## src/rtl/tss_pkg.sv

```systemverilog
`timescale 1ns / 1ps
// ----------------------------------------------------------------------------
// Two stacks in one store: shared package
// Request and status codes, the controller state and the control structs
// passed between the controller and the top level.
// ----------------------------------------------------------------------------
package tss_pkg;

  typedef logic [1:0] tss_kind_t;
  localparam tss_kind_t KIND_PUSH = 2'd0;
  localparam tss_kind_t KIND_POP  = 2'd1;
  localparam tss_kind_t KIND_PEEK = 2'd2;

  typedef logic [1:0] tss_status_t;
  localparam tss_status_t STAT_OK    = 2'd0;
  localparam tss_status_t STAT_FULL  = 2'd1;
  localparam tss_status_t STAT_EMPTY = 2'd2;

  typedef enum logic {
    S_IDLE,
    S_READ
  } tss_state_t;

  // Memory strobes from the controller.
  typedef struct packed {
    logic we;
    logic re;
  } tss_mem_req_t;

  // Result register control from the controller.
  typedef struct packed {
    logic        load;
    logic        from_mem;
    tss_status_t status;
  } tss_out_ctl_t;

endpackage

```

## src/rtl/two_stacks_shared_array_unit.sv

```systemverilog
`timescale 1ns / 1ps
// ----------------------------------------------------------------------------
// Two stacks in one store
// Top level: two LIFO stacks sharing one word memory, with a result register.
// ----------------------------------------------------------------------------
// Two LIFO stacks share one memory of DEPTH 32-bit words: the lower stack
// fills slots upward from slot 0 and the upper stack fills slots downward from
// slot DEPTH-1. Each request transfer names a stack and a push, pop or peek,
// and yields exactly one result transfer carrying the read value and a status
// (ok, full on push, or selected stack empty). A push, a refused request or an
// unused request code is answered from the idle state; a successful pop or
// peek is answered from the read state, after the memory's registered read.
// One request is handled at a time. The result sits in an output
// register, so a new request transfer is taken while the previous result is
// being taken in the same cycle; while an earlier result is still held and
// unclaimed, in_ready stays low. The memory has no reset and needs no clearing
// pass, since only slots written by an earlier push are ever read.
// ----------------------------------------------------------------------------
module two_stacks_shared_array_unit #(
  parameter int DEPTH = 16
) (
  input  logic               clk,
  input  logic               rst_n,
  input  logic               in_valid,
  output logic               in_ready,
  input  tss_pkg::tss_kind_t in_kind,
  input  logic               in_which_stack,
  input  logic signed [31:0] in_push_value,
  output logic               out_valid,
  input  logic               out_ready,
  output logic signed [31:0] out_read_value,
  output tss_pkg::tss_status_t out_status
);
  import tss_pkg::*;

  // Address width covers the slots; count width also holds DEPTH itself.
  localparam int AW = (DEPTH > 1) ? $clog2(DEPTH) : 1;
  localparam int CW = $clog2(DEPTH + 1);

  tss_mem_req_t mem_req;
  tss_out_ctl_t out_ctl;
  logic [AW-1:0] mem_addr;
  logic [31:0]   mem_rdata;
  logic          out_free;

  logic               out_valid_r;
  logic signed [31:0] out_read_value_r;
  tss_status_t        out_status_r;

  // The result register is free when empty or being taken this cycle.
  assign out_free = !out_valid_r || out_ready;

  tss_ctrl #(
    .DEPTH (DEPTH),
    .AW    (AW),
    .CW    (CW)
  ) u_ctrl (
    .clk         (clk),
    .rst_n       (rst_n),
    .in_valid    (in_valid),
    .in_ready    (in_ready),
    .kind        (in_kind),
    .which_stack (in_which_stack),
    .out_free    (out_free),
    .mem_req     (mem_req),
    .mem_addr    (mem_addr),
    .out_ctl     (out_ctl)
  );

  tss_ram #(
    .DEPTH (DEPTH),
    .AW    (AW)
  ) u_ram (
    .clk     (clk),
    .we      (mem_req.we),
    .re      (mem_req.re),
    .addr    (mem_addr),
    .wdata   (in_push_value),
    .rdata_r (mem_rdata)
  );

  // Result register: loaded by the controller, cleared once transferred.
  always_ff @(posedge clk) begin
    if (!rst_n) begin
      out_valid_r <= 1'b0;
    end else if (out_ctl.load) begin
      out_valid_r <= 1'b1;
    end else if (out_ready) begin
      out_valid_r <= 1'b0;
    end
  end

  // Payload needs no reset; only pop and peek results carry memory data.
  always_ff @(posedge clk) begin
    if (out_ctl.load) begin
      out_read_value_r <= out_ctl.from_mem ? mem_rdata : 32'sd0;
      out_status_r     <= out_ctl.status;
    end
  end

  assign out_valid      = out_valid_r;
  assign out_read_value = out_read_value_r;
  assign out_status     = out_status_r;

endmodule

```

## src/rtl/tss_ram.sv

```systemverilog
`timescale 1ns / 1ps
// ----------------------------------------------------------------------------
// Two stacks in one store: shared word memory
// Single-port synchronous memory with a registered read.
// ----------------------------------------------------------------------------
module tss_ram #(
  parameter int DEPTH = 16,
  parameter int AW    = 4
) (
  input  logic          clk,
  input  logic          we,
  input  logic          re,
  input  logic [AW-1:0] addr,
  input  logic [31:0]   wdata,
  output logic [31:0]   rdata_r
);

  logic [31:0] mem [DEPTH];

  always_ff @(posedge clk) begin
    if (we) begin
      mem[addr] <= wdata;
    end
    if (re) begin
      rdata_r <= mem[addr];
    end
  end

endmodule

```

## src/rtl/tss_ctrl.sv

```systemverilog
`timescale 1ns / 1ps
// ----------------------------------------------------------------------------
// Two stacks in one store: controller
// Holds both stack counts, decodes requests into memory accesses and steers
// the result register.
// ----------------------------------------------------------------------------
module tss_ctrl #(
  parameter int DEPTH = 16,
  parameter int AW    = 4,
  parameter int CW    = 5
) (
  input  logic                  clk,
  input  logic                  rst_n,
  input  logic                  in_valid,
  output logic                  in_ready,
  input  tss_pkg::tss_kind_t    kind,
  input  logic                  which_stack,
  input  logic                  out_free,
  output tss_pkg::tss_mem_req_t mem_req,
  output logic [AW-1:0]         mem_addr,
  output tss_pkg::tss_out_ctl_t out_ctl
);
  import tss_pkg::*;

  tss_state_t    state_r, state_nxt;
  logic [CW-1:0] lower_r, lower_nxt;
  logic [CW-1:0] upper_r, upper_nxt;
  logic [CW:0]   used;
  logic [CW-1:0] sel_cnt;
  logic [CW-1:0] up_push_slot;
  logic [CW-1:0] up_top_slot;
  logic [CW-1:0] lo_top_slot;
  logic          accept;

  assign used         = {1'b0, lower_r} + {1'b0, upper_r};
  assign sel_cnt      = which_stack ? upper_r : lower_r;
  assign up_push_slot = CW'(DEPTH) - upper_r - CW'(1);
  assign up_top_slot  = CW'(DEPTH) - upper_r;
  assign lo_top_slot  = lower_r - CW'(1);
  assign in_ready     = (state_r == S_IDLE) && out_free;
  assign accept       = in_valid && in_ready;

  always_ff @(posedge clk) begin
    if (!rst_n) begin
      state_r <= S_IDLE;
      lower_r <= '0;
      upper_r <= '0;
    end else begin
      state_r <= state_nxt;
      lower_r <= lower_nxt;
      upper_r <= upper_nxt;
    end
  end

  always_comb begin
    state_nxt       = state_r;
    lower_nxt       = lower_r;
    upper_nxt       = upper_r;
    mem_req         = '0;
    mem_addr        = '0;
    out_ctl         = '0;
    out_ctl.status  = STAT_OK;
    unique case (state_r)
      S_IDLE: begin
        if (accept) begin
          priority if (kind == KIND_PUSH) begin
            out_ctl.load = 1'b1;
            if (used >= (CW+1)'(DEPTH)) begin
              out_ctl.status = STAT_FULL;
            end else if (which_stack) begin
              mem_req.we = 1'b1;
              mem_addr   = up_push_slot[AW-1:0];
              upper_nxt  = upper_r + CW'(1);
            end else begin
              mem_req.we = 1'b1;
              mem_addr   = lower_r[AW-1:0];
              lower_nxt  = lower_r + CW'(1);
            end
          end else if (kind == KIND_POP || kind == KIND_PEEK) begin
            if (sel_cnt == '0) begin
              out_ctl.load   = 1'b1;
              out_ctl.status = STAT_EMPTY;
            end else begin
              mem_req.re = 1'b1;
              mem_addr   = which_stack ? up_top_slot[AW-1:0] : lo_top_slot[AW-1:0];
              state_nxt  = S_READ;
              if (kind == KIND_POP) begin
                if (which_stack) begin
                  upper_nxt = upper_r - CW'(1);
                end else begin
                  lower_nxt = lower_r - CW'(1);
                end
              end
            end
          end else begin
            // Unused request code: answered as ok, no state change.
            out_ctl.load = 1'b1;
          end
        end
      end
      S_READ: begin
        out_ctl.load     = 1'b1;
        out_ctl.from_mem = 1'b1;
        state_nxt        = S_IDLE;
      end
      default: begin
        state_nxt = S_IDLE;
      end
    endcase
  end

endmodule

```

## config.mk

```make
export PLATFORM = sky130hd
export DESIGN_NAME = two_stacks_shared_array_unit
export DESIGN_NICKNAME = d
export VERILOG_FILES = /design/src/rtl/tss_pkg.sv /design/src/rtl/two_stacks_shared_array_unit.sv /design/src/rtl/tss_ram.sv /design/src/rtl/tss_ctrl.sv
export SDC_FILE = /design/constraint.sdc
export NUM_CORES = 1
export LEC_CHECK = 0
export BUFFER_PORTS_ARGS = -buffer_cell sky130_fd_sc_hd__buf_2
export CAP_MARGIN = 10
export CORE_MARGIN = 3
export CORE_UTILIZATION = 45
export CTS_CLUSTER_DIAMETER = 50
export CTS_CLUSTER_SIZE = 20
export DETAILED_ROUTE_END_ITERATION = 16
export PLACE_DENSITY = 0.65
export SYNTH_ARGS = -nofsm -noshare
export SYNTH_HDL_FRONTEND = slang
export SYNTH_SLANG_ARGS = --single-unit
```

## constraint.sdc

```tcl
create_clock -name clk -period 6.9 [get_ports clk]
set_clock_uncertainty 0.2 [all_clocks]
set_input_delay 1.38 -clock clk [delete_from_list [all_inputs] [get_ports clk]]
set_output_delay 1.38 -clock clk [all_outputs]
set_load 0.01 [all_outputs]
```

==> metrics.md <==
| Metric | Value |
|---|---|
| Final Cell Area | 25900 µm² |
| Post-CTS sizing | 0 |
| DRT Wirelength | 52.4 mm |
| Worst path required time | 6970 ps |
| Vias in the first global route | 12534 |
| VDD IR max | 0.166 mV |
| Final max-slew violation count | 0 |
| Max cap viols | 0 |
| Hold Path Class | flop to flop |
| Critical path fanouts, max | 22 |
| CTS tree | yes |
| Hold_buf cts | 0 |
| Hpwl dp | 29.8 mm |
| Syn Area/Cell | 17.0 µm² |
| RSZ-0062 raised after global routing | false |
| GRT overflow | 0 |
| Clock Sinks | 590 |
| Antenna-violating nets left | 0 |
| Final Wtd Congestion | 0.808 |
| Routed wire length per instance | 24.5 µm |
| Sw Ratio | 23.7% |
| Area growth, synth to finish | 12.2% |
| Combinational power share | 8.2% |
| Drt pass-1 iters | 6 |
| Nets@finish | 1489 |
| Post-CTS setup buffer count | 0 |
| Vias | 12478 |
| Synth warn | 0 |
| Sequential power share | 54.5% |
| Leakage | 9.15 nW |
| CTS clk-pin slew, worst paths | 80 ps |
| Initial antenna violation count | 2 |
| Startpoint types | input port |
| Clk pwr share | 37.3% |
| Synthesis-stage register bit count | 590 |
| CP arrival | 4980 ps |
| Design Power | 7.39 mW |
| Synth Instances | 1362 |
| Asr flop ratio synth | 0% |
| Clk_lat worst skew | 600 ps |
| Initial Util | 45.8% |
| Rows | 82 |
| DRC violation total after the first TritonRoute iteration | 1297 |
| Library cells used by synthesis | 64 |
| Slew margin rel. | 20.1% |
| Most frequent cells in the layout | edfxtp_1, nor2_1, mux2i_1, a22o_1, o21ai_1 |
| Post-synth EDFFs | 578 |
| Crit end category | flop |
| F_max | 204 MHz |
| Main area contributors after synthesis | edfxtp_1, mux2i_1, a22o_1 |
| Die height | 233 µm |
| # H-tree levels | 2 |
| Die Area | 54100 µm² |
| Crit Path Class | input port to flop |
| Port bufs | 74 |
| Post-layout min period | 4900 ps |
| Hold Slack | 324 ps |
| Layout cells sized above 1 | 17.5% |
| Placement Cell Area | 24300 µm² |
| Commonest non-fill, non-tap cell in the layout | edfxtp_1 |
| Via density | 5.83 |
| Tcrit/Tclk final | 71.0% |
| Internal cell power | 5.64 mW |
| Largest net degree at the start of global routing | 85 |
| Inserted Clock Buffers | 47 |
| Yosys top cell by area | edfxtp_1 |
| Synthesized area | 23100 µm² |
| Root Driver | clkbuf_16 |
| Ports | 75 |
| Primary FF master, synth | edfxtp_1 |
| Psw | 1.75 mW |
| Sequential-to-total area share from yosys stat | 76.2% |
| Outcome | complete, no violations |
| Clock buffer depth | 3 |
| Final hold violations | 0 |
| Actual slew at the worst max-slew pin | 1200 ps |
| Setup Viol. Count Final | 0 |
| Die X | 233 µm |
| DRC | 0 |
| Syn nets | 1414 |
| Global-route wire length before repair | 78.8 mm |
| ANT cells | 0 |
| Area share of the largest cell type after synthesis | 75.2% |
| Core Footprint | 50400 µm² |
| Fin util | 51.4% |
| GRT Util Overall | 19.4% |
| Setup TNS | 0 ps |
| PD cells | 285 nW/µm² |
sequential cells by signal, summed over array words and instances (netlist names):
name            cells
u_ram.mem         512
out_read_value     32
u_ram.rdata_r      32
u_ctrl.lower_r      5
u_ctrl.upper_r      5
out_status          2
out_valid           1
u_ctrl.state_r      1
per-layer routing:
| layer | up-vias | wire (µm) | global-route usage [%] |
|---|---|---|---|
| met4 | 0 | 958 | 5.18 |
| li1 | 5576 | - | - |
| met5 | - | 0 | 0 |
| met1 | 6427 | 22500 | 26.6 |
| met2 | 409 | 26000 | 32.7 |
| met3 | 66 | 2960 | 2.95 |
area by class of cell:
type                    count  area [µm²]
clock buffers              49        1230
clock inverters            31         337
fillers                  4062       24500
inverters                  11        41.3
multi-input cells         680        5180
flip-flops and latches    590       17600
well taps                 672         841
repair buffers            107         696
stage by stage:
stage               worst slack, ps  instances
detailed placement             1250       2057
global placement               1400       2057
global route                   1740       2140
CTS                            1800       2137
floorplan                       918       1362
finish                         2000       2140
power groups by stage:
stage               Combinational [mW]  Clock [mW]  Sequential [mW]
floorplan                        0.392           0             4.11
global placement                 0.597           0             4.10
detailed placement               0.608           0             4.11
CTS                              0.611        2.81             4.02
global route                     0.658        2.94             4.03
finish                           0.607        2.76             4.02
kinds of logic after synthesis:
kind of cell,share of synthesized area [%]
adder cells (fa/ha/maj),0.737
multiplexers,6.09
AO/OA/AOI/OAI,9.61
AND/OR/NAND/NOR,4.72
XOR/XNOR,0.531
buffers and inverters,2.11
flip-flops,76.2
path summary, 6_finish.rpt:
path	startpoint	end	slack, ps	cells after the start
max reg2reg	u_ctrl.upper_r[0]$_SDFFE_PN0P_	u_ram.mem[6][11]$_DFFE_PP_	2000	9
max	in_which_stack	u_ram.mem[6][11]$_DFFE_PP_	2000	8
min	u_ram.rdata_r[31]$_DFFE_PP_	out_read_value[31]$_SDFFCE_PN0P_	320	1
min reg2reg	u_ram.rdata_r[31]$_DFFE_PP_	out_read_value[31]$_SDFFCE_PN0P_	320	1
synth_stat cells (all sizes together) (4+ instances only):
master,n
dfxtp,12
o21ai,99
buf,49
a21oi,6
xnor2,9
mux2,35
and2,33
nor2,121
clkbuf,32
nand3,9
mux2i,101
o2111ai,31
a22o,90
a222oi,31
nor3,10
a21o,4
inv,11
nand4,5
ha,12
xor2,5
a211oi,4
edfxtp,578
nor2b,12
nand2,14
worst max-delay path, stage by stage:
cell and delay (ps):
buf_2 320, or3b_2 540, o221ai_4 320, a211oi_1 140, a211oi_4 410, nand3_2 650, nor2_4 770, buf_4 400
Power figures use the tool's default switching activity.
